$ cat src/utfd_pkg.sv
// Package: decoder state types, lead-byte constants and the font-code map.
`default_nettype none
package utfd_pkg;

	localparam int unsigned AccW = 21;

	// Lead byte thresholds and payload masks
	localparam logic [7:0] LEAD4_MIN = 8'hF0;
	localparam logic [7:0] LEAD3_MIN = 8'hE0;
	localparam logic [7:0] LEAD2_MIN = 8'hC0;
	localparam logic [7:0] LEAD4_MASK = 8'h07;
	localparam logic [7:0] LEAD3_MASK = 8'h0F;
	localparam logic [7:0] LEAD2_MASK = 8'h1F;

	// Extra glyphs placed in the C1 hole of the font
	localparam logic [AccW-1:0] CP_ALMOST_EQ = 21'h002248;
	localparam logic [AccW-1:0] CP_BULLET = 21'h002022;
	localparam logic [AccW-1:0] CP_ELLIPSIS = 21'h002026;
	localparam logic [7:0] FC_ALMOST_EQ = 8'h80;
	localparam logic [7:0] FC_BULLET = 8'h81;
	localparam logic [7:0] FC_ELLIPSIS = 8'h82;
	localparam logic [7:0] FC_UNKNOWN = 8'h3F;

	// Control codes that the font has no glyphs for
	localparam logic [AccW-1:0] CP_GAP_LO = 21'h00007F;
	localparam logic [AccW-1:0] CP_GAP_HI = 21'h00009F;
	localparam logic [AccW-1:0] CP_LATIN1_END = 21'h000100;

	typedef struct packed {
		logic [1:0] pending;
		logic [AccW-1:0] acc;
	} dec_state_t;

	typedef struct packed {
		logic emit;
		logic [7:0] code;
		logic last;
	} dec_result_t;

	function automatic logic [7:0] map_code(input logic [AccW-1:0] cp);
		logic [7:0] fc;
		if (cp == CP_ALMOST_EQ) begin
			fc = FC_ALMOST_EQ;
		end else if (cp == CP_BULLET) begin
			fc = FC_BULLET;
		end else if (cp == CP_ELLIPSIS) begin
			fc = FC_ELLIPSIS;
		end else if (cp < CP_LATIN1_END && !(cp >= CP_GAP_LO && cp <= CP_GAP_HI)) begin
			fc = cp[7:0];
		end else begin
			fc = FC_UNKNOWN;
		end
		return fc;
	endfunction

endpackage
`default_nettype wire

$ cat src/utfd_decode.sv
// Combinational UTF-8 step: next decoder state and the font code it emits.
`default_nettype none
module utfd_decode
	import utfd_pkg::*;
(
	input  wire logic [7:0] byte_in,
	input  wire logic string_end,
	input  wire dec_state_t state,
	output dec_state_t next_state,
	output dec_result_t result
);

	dec_state_t step;

	// Lead byte classification or continuation shift
	always_comb begin
		step = state;
		if (state.pending == 2'd0) begin
			if (byte_in >= LEAD4_MIN) begin
				step.acc = AccW'(byte_in & LEAD4_MASK);
				step.pending = 2'd3;
			end else if (byte_in >= LEAD3_MIN) begin
				step.acc = AccW'(byte_in & LEAD3_MASK);
				step.pending = 2'd2;
			end else if (byte_in >= LEAD2_MIN) begin
				step.acc = AccW'(byte_in & LEAD2_MASK);
				step.pending = 2'd1;
			end else begin
				step.acc = AccW'(byte_in);
				step.pending = 2'd0;
			end
		end else begin
			step.acc = {state.acc[AccW-7:0], byte_in[5:0]};
			step.pending = state.pending - 2'd1;
		end
	end

	// Emit on a complete sequence or at end of string, then clear
	always_comb begin
		result.emit = (step.pending == 2'd0) || string_end;
		result.code = map_code(step.acc);
		result.last = string_end;
		next_state = result.emit ? '0 : step;
	end

endmodule
`default_nettype wire

$ cat src/utf8_to_font_code_decoder.sv
// Top level: UTF-8 byte stream to 8-bit font codes.
// Codes pass the input register, the combinational decode and the result register.
// Throughput: one byte per cycle; the input register advances whenever the single
// result register is empty or being taken this cycle, or its beat emits no code.
// Reset (arst_n low, asynchronous): clears the valid flags and the sequence state.
`default_nettype none
module utf8_to_font_code_decoder
	import utfd_pkg::*;
(
	input  wire logic clk,
	input  wire logic arst_n,
	input  wire logic in_valid,
	output logic in_stall,
	input  wire logic [7:0] byte_in,
	input  wire logic string_end,
	output logic out_valid,
	input  wire logic out_stall,
	output logic [7:0] font_code,
	output logic last_code
);

	logic valid_s1;
	logic [7:0] byte_s1;
	logic end_s1;
	dec_state_t state_q;
	dec_state_t state_d;
	dec_result_t res;
	logic out_valid_q;
	logic [7:0] code_q;
	logic last_q;
	logic out_free;
	logic advance;

	utfd_decode u_decode (
		.byte_in(byte_s1),
		.string_end(end_s1),
		.state(state_q),
		.next_state(state_d),
		.result(res)
	);

	// Handshake: a beat without a result never waits for the output
	assign out_free = !out_valid_q || !out_stall;
	assign advance = valid_s1 && (!res.emit || out_free);
	assign in_stall = valid_s1 && !advance;

	// Input register
	always_ff @(posedge clk or negedge arst_n) begin
		if (!arst_n) begin
			valid_s1 <= 1'b0;
		end else if (!in_stall) begin
			valid_s1 <= in_valid;
		end
	end

	always_ff @(posedge clk) begin
		if (!in_stall && in_valid) begin
			byte_s1 <= byte_in;
			end_s1 <= string_end;
		end
	end

	// Sequence state
	always_ff @(posedge clk or negedge arst_n) begin
		if (!arst_n) begin
			state_q <= '0;
		end else if (advance) begin
			state_q <= state_d;
		end
	end

	// Result register
	always_ff @(posedge clk or negedge arst_n) begin
		if (!arst_n) begin
			out_valid_q <= 1'b0;
		end else if (out_free) begin
			out_valid_q <= advance && res.emit;
		end
	end

	always_ff @(posedge clk) begin
		if (out_free && advance && res.emit) begin
			code_q <= res.code;
			last_q <= res.last;
		end
	end

	assign out_valid = out_valid_q;
	assign font_code = code_q;
	assign last_code = last_q;

endmodule
`default_nettype wire

$ cat config.mk
export PLATFORM = sky130hd
export DESIGN_NAME = utf8_to_font_code_decoder
export DESIGN_NICKNAME = d
export VERILOG_FILES = /design/src/utfd_pkg.sv /design/src/utfd_decode.sv /design/src/utf8_to_font_code_decoder.sv
export SDC_FILE = /design/constraint.sdc
export NUM_CORES = 1
export LEC_CHECK = 0
export ABC_AREA = 1
export BUFFER_PORTS_ARGS = -buffer_cell sky130_fd_sc_hd__buf_2
export CAP_MARGIN = 20
export CORE_MARGIN = 2
export CORE_UTILIZATION = 55
export DETAILED_ROUTE_END_ITERATION = 16
export GPL_TIMING_DRIVEN = 0
export PLACE_DENSITY = 0.77
export SYNTH_ARGS = -nofsm -noshare
export SYNTH_HDL_FRONTEND = slang
export SYNTH_SLANG_ARGS = --single-unit
$ cat constraint.sdc
create_clock -name clk -period 2.92 [get_ports clk]
set_input_delay 0.438 -clock clk [delete_from_list [all_inputs] [get_ports clk]]
set_output_delay 0.438 -clock clk [all_outputs]
set_load 0.02 [all_outputs]
==> impl_metrics.csv, run 1 <==
group,metric,value,unit
run_status,status,"complete, no violations",
pwr,internal_power,0.000888,W
global_route,grt_first_pass_wirelength,6.56,mm
detailed_routing,ant_nets,0,
yosys,synth-seq-cells,37,
timing,slew-limit-headroom,0.457,
pwr,max-vdd-ir-drop,0.499,mV
yosys,synthMostInstantiatedCell,"nand2_1",
setup_path,path_cells,"nor2_4 > nand3_4 > o21a_2 > nand2_2 > nand2_2 > nand2_2 > nand2_4 > buf_6 > nor2_1",
timing,rsz0062_at_grt,"false",
pwr,clkPwrFrac,0.267,
pwr,sw_frac_of_total,0.308,
setup_path,crit_fanout,10,
finish,layout-drive-gt1-share,0.251,
cts,tritoncts,"yes",
yosys,synth_edf_count,18,
setup_path,cpMostUsedCell,"nand2_2",
detailed_routing,vias_per_cell,5.06,
finish,nNetsFinal,263,
finish,syn2layout_area_growth,12.9,%
yosys,yosys.area.top_type,"edfxtp_1",
pwr,p_switching,0.000396,W
detailed_routing,post_drt_wl_per_cell,12.8,µm
detailed_routing,detail_route.iter0.violations,75,
timing,worst_pin_slew,811,ps
global_route,grt_usage,0.219,
floorplanning,start_util,0.575,
pwr,seqPwrFrac,0.508,
global_route,antenna_found_initial,0,
yosys,netlist_instances,220,
timing,finalCriticalPeriod,2460,ps
yosys,synth-seq-area-share,0.529,
pwr,p_leak,1.06,nW
setup_path,crit_path_max_incr_delay,620,ps
finish,stdcell_count,297,
pwr,power.density,593,nW/µm²
global_route,grt_pass1_vias,1418,
hold_path,hp-class,"input pin to asynchronous set/reset pin",
setup_path,critPathKind,"flip-flop to flip-flop",
yosys,synth_area,1920,µm²
pwr,power,0.00128,W
yosys,syn_avg_cell_area,8.72,µm²
timing,min_period_over_period,0.842,
floorplanning,die-height,63.1,µm
cts,postCtsResizedCells,0,
detailed_routing,dr.pass1.iters,4,
cts,cts_setup_buffers,0,
yosys,synthTopCellsByCount,"nand2_1 (56), nor2_1 (31), inv_1 (25), dfrtp_1 (19), edfxtp_1 (18)",
placement,dp_hpwl,2.81,mm
global_route,grt_max_degree,20,
yosys,synth-main-ff-cell,"dfrtp_1",
cts,clock_path_buffers,2,
yosys,synthArstFlopShare,0.514,
detailed_routing,vias,1503,
timing,hold_violations,0,
timing,setup_violations,0,
placement,gp_congestion,0.912,
floorplanning,die_area,3980,µm²
floorplanning,fp.dieW,63.1,µm
timing,fin_setup_tns,0,ps
placement,dp.cells,289,
cts,root_buffer,"clkbuf_4",
setup_path,cp.arrival,2440,ps
placement,port_buffers,23,
timing,timing.fmax,0.407,GHz
floorplanning,rows,21,
setup_path,path_delay_family,"simple AND/OR/NAND/NOR gates",
yosys,synth_area_leaders,"edfxtp_1 (28%), dfrtp_1 (25%), nand2_1 (11%), nor2_1 (6.1%), o21ai_2 (5.5%)",
cts,clk_latency,350,ps
finish,diodes,0,
timing,slew_violations,0,
yosys,ys_warn_count,0,
cts,ctsHtreeMaxLevel,2,
run,max_cap_viol_count,0,
cts,clock_sinks,37,
cts,clkTransAtPathRegs,110,ps
timing,holdWs,5.72,ps
global_route,grt.overflow.total,0,
setup_path,endpoint_kind,"flip-flop",
setup_path,cp_num_buf_inv,1,
setup_path,path_depth,9,
yosys,syn-num-nets,233,
floorplanning,coreArea,3340,µm²
timing,skew,11.9,ps
setup_path,rr_worst_depth,9,
floorplanning,io_pins,24,
setup_path,critPathLaunchType,"flip-flop",
setup_path,cp_slowest_cell,"nor2_1",
detailed_routing,drc,0,
pwr,pwr-share-comb,0.225,
yosys,synth.distinct_cells,23,
setup_path,worstPathRequired,2900,ps
cts,ctsHoldBuffers,0,
cts,numCtsBuffers,5,
yosys,synthDominantCellAreaShare,0.282,
detailed_routing,wirelength,3.80,mm
-- power groups by stage --
| stage | logic [W] | registers (W) | clock network, W |
|---|---|---|---|
| after floorplan | 0.000173 | 0.000692 | 0 |
| after global placement | 0.000283 | 0.000660 | 0 |
| after detailed placement | 0.000288 | 0.000663 | 0 |
| after CTS | 0.000289 | 0.000652 | 0.000348 |
| after global routing | 0.000318 | 0.000660 | 0.000374 |
| final | 0.000289 | 0.000652 | 0.000343 |
-- metrics by stage --
| stage | cell area (µm²) | utilization | setup slack [ps] |
|---|---|---|---|
| 4_1_cts | 2170 | 0.649 | 469 |
| 6_report | 2170 | 0.649 | 461 |
| 2_1_floorplan | 1920 | - | 871 |
| 5_1_grt | 2170 | 0.649 | 298 |
| 3_3_place_gp | 2090 | 0.627 | 515 |
| 3_5_place_dp | 2090 | 0.627 | 484 |
-- worst paths after layout --
kind	from	slack [ps]	to
setup / recovery	state_q[22]	460	last_code
hold / removal	arst_n	6	state_q[6]
setup reg to reg	state_q[22]	460	last_code
hold reg to reg	end_s1	450	last_code
max in group asynchronous	arst_n	2610	state_q[1]
min in group clk	byte_in[4]	260	byte_s1[4]
-- routing by layer --
layer	GRT usage	vias up	wire, µm
met5	0	-	0
met4	0.139	0	150
met3	0.0571	12	176
met2	0.331	35	1750
met1	0.279	691	1720
li1	-	765	-
-- flip-flops by register name, indices dropped and copies added (netlist names) --
register / flops
byte_s1: 8
end_s1: 1
font_code: 8
last_code: 1
out_valid: 1
state_q: 17
valid_s1: 1
-- area by class of cell --
cell class	instances	area [µm²]
Multi-Input combinational cell	151	756
Clock inverter	2	33.8
Sequential cell	37	1020
Fill cell	317	1170
Tap cell	46	57.6
Timing Repair Buffer	23	115
Clock buffer	6	41.3
Inverter	28	106
Buffer	4	41.3
-- cells in the final DEF, fill, tap and decap left out, drive strengths merged --
cell	count
a21oi	3
buf	27
bufinv	1
clkbuf	6
clkinv	2
dfrtp	19
edfxtp	18
inv	27
nand2	63
nand3	16
nand3b	2
nand4	1
nor2	37
nor3	1
o21a	1
o21ai	27
-- kinds of logic (layout without fill, tap and decap cells) --
family	count (synthesis)	in the layout	share of synthesized area
simple gates	120	120	0.287
compound gates	31	31	0.106
flops	37	37	0.529
buf+inv	32	63	0.0769
Power figures use the tool's default switching activity.
==> run 2: changes to the inputs <==
- clock period: 2.92 -> 2.44 ns (I/O delays scaled with it)
==> run 2 against run 1 <==
Clock skew is 2.7 ps higher. Setup slack got worse by 240 ps. Via count grew 1.5%. First-iteration DRC count down 1.3%. Routed wire length rose by 0.84%. Sequential share of layout area decreased by 0.27 points. Final cell count grew 0.34%. Die area did not move. Critical path depth is the same. Sequential power is 20% higher. Combinational power grew 21%. Largest cell class unchanged. Largest power group unchanged. Highest routed layer unchanged.
==> impl_metrics.csv, run 2 (synthesis results as in run 1) <==
group,metric,value,unit
run_status,status,"complete, no violations",
global_route,grt.overflow.total,0,
detailed_routing,detail_route.iter0.violations,74,
detailed_routing,ant_nets,0,
pwr,seqPwrFrac,0.507,
cts,clock_path_buffers,2,
finish,syn2layout_area_growth,13.6,%
global_route,grt_usage,0.221,
cts,clk_latency,350,ps
timing,setup_violations,0,
floorplanning,rows,21,
detailed_routing,post_drt_wl_per_cell,12.9,µm
pwr,pwr-share-comb,0.226,
finish,fillers,318,
global_route,grt_first_pass_wirelength,6.64,mm
finish,nNetsFinal,264,
pwr,clkPwrFrac,0.267,
floorplanning,die_area,3980,µm²
pwr,p_leak,1.06,nW
detailed_routing,dr.pass1.iters,4,
global_route,grt_max_degree,20,
timing,timing.fmax,0.452,GHz
timing,skew,14.6,ps
pwr,internal_power,0.00106,W
setup_path,crit_fanout,10,
timing,finalCriticalPeriod,2210,ps
setup_path,cp.arrival,2210,ps
setup_path,cp_slowest_cell,"dfrtp_1",
finish,diodes,0,
setup_path,endpoint_kind,"flip-flop",
floorplanning,fp.dieW,63.1,µm
placement,port_buffers,23,
timing,rsz0062_at_grt,"false",
setup_path,path_cells,"nor2_4 > nand3_4 > o21a_2 > nand2_2 > nand2_2 > nand2_2 > nand2_4 > buf_6 > nor2_2",
global_route,grt_pass1_vias,1430,
finish,layout_common_cells,"nand2_1 (56), nor2_1 (30), inv_1 (25)",
timing,hold_violations,0,
cts,clkTransAtPathRegs,100,ps
cts,root_buffer,"clkbuf_4",
placement,dp_slack,3.82,ps
pwr,sw_frac_of_total,0.309,
placement,gp_congestion,0.912,
setup_path,cp_num_buf_inv,1,
run,max_cap_viol_count,0,
setup_path,rr_worst_depth,9,
pwr,p_switching,0.000476,W
timing,min_period_over_period,0.908,
finish,largest_register_ffs,17,
detailed_routing,vias_per_cell,5.12,
placement,dp_hpwl,2.81,mm
timing,fin_setup_tns,0,ps
setup_path,path_delay_family,"simple AND/OR/NAND/NOR gates",
detailed_routing,vias,1525,
finish,regMostFlops,"state_q",
setup_path,critPathKind,"flip-flop to flip-flop",
timing,fin_ws,226,ps
setup_path,path_depth,9,
setup_path,critPathLaunchType,"flip-flop",
hold_path,hp-class,"input pin to flip-flop",
detailed_routing,drc,0,
setup_path,worstPathRequired,2430,ps
setup_path,cpMostUsedCell,"nand2_2",
pwr,max-vdd-ir-drop,0.576,mV
timing,slew_violations,0,
floorplanning,coreArea,3340,µm²
timing,worst_pin_slew,494,ps
cts,numCtsBuffers,5,
cts,clock_sinks,37,
detailed_routing,wirelength,3.84,mm
setup_path,crit_path_max_incr_delay,450,ps
timing,slew-limit-headroom,0.670,
global_route,antenna_found_initial,0,
finish,final_common_cell,"nand2_1",
cts,ctsHtreeMaxLevel,2,
hold_path,min_path_cells,1,
floorplanning,start_util,0.575,
cts,tritoncts,"yes",
floorplanning,die-height,63.1,µm
floorplanning,io_pins,24,
finish,layout-drive-gt1-share,0.254,
pwr,power.density,707,nW/µm²
==> run 2: timing repair <==
item,4_1_cts,5_1_grt
buffers inserted,0,0
gates resized for setup,1,0
endpoints found under the hold margin,19,0
hold buffers,1,0
setup endpoints to repair,9,0
==> run 2: metrics by stage <==
step,area (µm²),util,hold WS [ps],cells,total power [W]
global placement,2090,0.627,327,289,0.00113
detailed placement,2090,0.627,330,289,0.00114
CTS,2180,0.653,174,298,0.00155
global route,2180,0.653,165,298,0.00162
finish,2180,0.653,190,298,0.00154
floorplan,1920,-,70.4,220,0.00104
==> run 2: layer usage <==
layer / track usage / vias to the layer above / routed length (µm) / share of wire
met5: 0 / - / 0 / 0
met4: 0.136 / 0 / 171 / 0.045
met3: 0.0571 / 14 / 214 / 0.056
met2: 0.339 / 50 / 1770 / 0.46
met1: 0.279 / 694 / 1680 / 0.44
li1: - / 767 / - / -
==> run 2: final timing paths <==
path | startpoint | endpoint | slack (ps)
hold / removal | byte_in[4] | byte_s1[4] | 190
min in group asynchronous | arst_n | state_q[10] | 470
hold reg to reg | end_s1 | last_code | 450
setup reg to reg | state_q[22] | last_code | 230
max in group asynchronous | arst_n | state_q[1] | 1650
setup / recovery | state_q[22] | last_code | 230
==> run 2: cell type report <==
class	count	area [µm²]	area share
clock inverter	2	33.8	0.0155
timing repair buffer	24	125	0.0574
tap	46	57.6	0.0264
multi-input combinational	151	758	0.348
clock buffer	6	41.3	0.0189
buffer	4	41.3	0.0189
inverter	28	106	0.0488
sequential	37	1020	0.466
==> run 2: power groups by stage <==
| stage | clock, W | combinational, W | sequential, W |
|---|---|---|---|
| 2_1_floorplan | 0 | 0.000208 | 0.000829 |
| 3_3_place_gp | 0 | 0.000339 | 0.000790 |
| 3_5_place_dp | 0 | 0.000345 | 0.000794 |
| 4_1_cts | 0.000417 | 0.000349 | 0.000780 |
| 5_1_grt | 0.000446 | 0.000384 | 0.000789 |
| 6_report | 0.000412 | 0.000349 | 0.000780 |
==> run 3: changes to the inputs <==
- TNS_END_PERCENT: default -> 20
- clock period: 2.44 -> 2.2 ns (I/O delays scaled with it)
==> run 3 against run 2 <==
Register-to-register slack about the same. Via count decreased by 0.52%. Combinational power increased by 15%. Global-route usage unchanged. First-iteration DRC count increased by 11%. Clock skew increased by 0.67 ps. Die area unchanged. Core utilization increased by 1.0 points. Critical path depth unchanged. Sequential cell count unchanged. Setup slack got worse by 110 ps. Highest routed layer unchanged.
==> impl_metrics.csv, run 3 (synthesis results as in run 1) <==
group,metric,value,unit
timing,hold_violations,0,
setup_path,cp.arrival,1760,ps
pwr,clkPwrFrac,0.264,
finish,largest_register_ffs,17,
hold_path,hp-class,"input pin to flip-flop",
floorplanning,coreArea,3340,µm²
setup_path,path_cells,"nand2_2 > inv_1 > nand3_4 > o21a_2 > nand2_2 > nand2_2 > nand3_1 > inv_1 > buf_2",
detailed_routing,drc,0,
timing,setup_violations,0,
finish,syn2layout_area_growth,15.3,%
setup_path,critPathKind,"flip-flop to output pin",
floorplanning,io_pins,24,
detailed_routing,vias,1517,
cts,clock_path_buffers,2,
pwr,power.density,780,nW/µm²
timing,rsz0062_at_grt,"false",
global_route,grt_max_degree,20,
cts,ctsHtreeMaxLevel,2,
setup_path,cpMostUsedCell,"nand2_2",
placement,post_dp_cell_area,2090,µm²
pwr,sw_frac_of_total,0.310,
global_route,grt_busiest_layer,"met2",
global_route,grt_pass1_vias,1430,
placement,dp_hpwl,2.81,mm
finish,fillers,312,
setup_path,crit_path_max_incr_delay,450,ps
finish,stdcell_count,301,
detailed_routing,vias_per_cell,5.04,
setup_path,cp_slowest_cell,"edfxtp_1",
setup_path,crit_fanout,4,
timing,slew-limit-headroom,0.711,
cts,clk_latency,350,ps
finish,final_common_cell,"nand2_1",
placement,port_buffers,23,
finish,register_area,1020,µm²
global_route,grt_first_pass_wirelength,6.64,mm
global_route,antenna_found_initial,0,
timing,worst_pin_slew,433,ps
timing,slew_violations,0,
finish,fin_area,2210,µm²
cts,clock_sinks,37,
global_route,met2_usage,0.339,
finish,nNetsFinal,267,
setup_path,critPathLaunchType,"flip-flop",
pwr,internal_power,0.00119,W
run,max_cap_viol_count,0,
floorplanning,start_util,0.575,
global_route,grt_use_met3,0.0571,
finish,final_core_util,0.663,
timing,finalCriticalPeriod,2090,ps
finish,layout_common_cells,"nand2_1 (55), nor2_1 (30), inv_1 (25)",
floorplanning,fp.dieW,63.1,µm
timing,timing.fmax,0.480,GHz
setup_path,worstPathRequired,1870,ps
placement,dp.cells,289,
pwr,p_switching,0.000535,W
finish,diodes,0,
detailed_routing,post_drt_wl_per_cell,13.0,µm
timing,min_period_over_period,0.948,
finish,layout-drive-gt1-share,0.271,
global_route,grt_usage,0.221,
placement,gp_congestion,0.912,
cts,root_buffer,"clkbuf_4",
cts,numCtsBuffers,5,
detailed_routing,detail_route.iter0.violations,82,
finish,multi_input_area,769,µm²
floorplanning,rows,21,
floorplanning,die_area,3980,µm²
setup_path,endpoint_kind,"output pin",
pwr,p_leak,1.08,nW
setup_path,path_delay_family,"simple AND/OR/NAND/NOR gates",
setup_path,cp_num_buf_inv,3,
run_status,status,"complete, no violations",
pwr,seqPwrFrac,0.502,
pwr,pwr-share-comb,0.234,
finish,regMostFlops,"state_q",
pwr,max-vdd-ir-drop,0.641,mV
timing,skew,15.3,ps
detailed_routing,wirelength,3.91,mm
floorplanning,die-height,63.1,µm
detailed_routing,dr.pass1.iters,4,
detailed_routing,ant_nets,0,
global_route,grt.overflow.total,0,
global_route,grt_use_met1,0.279,
cts,tritoncts,"yes",
cts,clkTransAtPathRegs,90,ps
run 3: changes by cell type in the layout (fill, tap and decap cells not counted), sizes merged:
| cell | change |
|---|---|
| buf | +3 |
run 3: path summary, 6_finish.rpt:
kind,endpoint,slack [ps],depth (start not counted),from
min in group asynchronous,state_q[9],440,2,arst_n
min,byte_s1[4],160,1,byte_in[4]
max reg2reg,last_code,240,9,state_q[22]
max,in_stall,110,9,byte_s1[7]
max in group asynchronous,state_q[1],1450,2,arst_n
min reg2reg,last_code,450,0,end_s1
run 3: what timing repair did:
item	in CTS	in global routing
pin swaps	0	1
hold buffers	1	0
gates resized for setup	2	2
setup buffers	0	3
hold endpoints to repair	19	0
setup endpoints to repair	9	1
run 3: area by class of cell:
class                           count  area share
Inverter                           28      0.0480
Clock inverter                      2      0.0153
Tap cell                           46      0.0260
Multi-Input combinational cell    151       0.348
Sequential cell                    37       0.459
Timing Repair Buffer               27      0.0667
Buffer                              4      0.0187
Clock buffer                        6      0.0187
run 3: per-layer routing:
metal	routed length, µm	share of wire
met4	130	0.033
met2	1870	0.48
met3	196	0.050
met1	1720	0.44
met5	0	0
run 3: worst register-to-register path, delay by kind of cell (launching register included):
kind            cells  cell delay (ps)
flops               1              460
compound gates      1              150
buf+inv             1              180
simple gates        7              840
run 3: per-stage QoR:
stage | total power, W | setup WS [ps] | setup TNS, ps | hold WS (ps)
3_3_place_gp | 0.00125 | -205 | -1850 | 291
3_5_place_dp | 0.00126 | -236 | -2120 | 294
2_1_floorplan | 0.00115 | 151 | 0 | 34.4
5_1_grt | 0.00181 | 14.4 | 0 | 129
6_report | 0.00173 | 115 | 0 | 157
4_1_cts | 0.00172 | 66.8 | 0 | 138
run 3: power by group through the flow:
stage	clock, W	combinational [W]	sequential, W
2_1_floorplan	0	0.000230	0.000919
3_3_place_gp	0	0.000375	0.000876
3_5_place_dp	0	0.000382	0.000880
4_1_cts	0.000463	0.000390	0.000865
5_1_grt	0.000495	0.000441	0.000876
6_report	0.000456	0.000403	0.000866
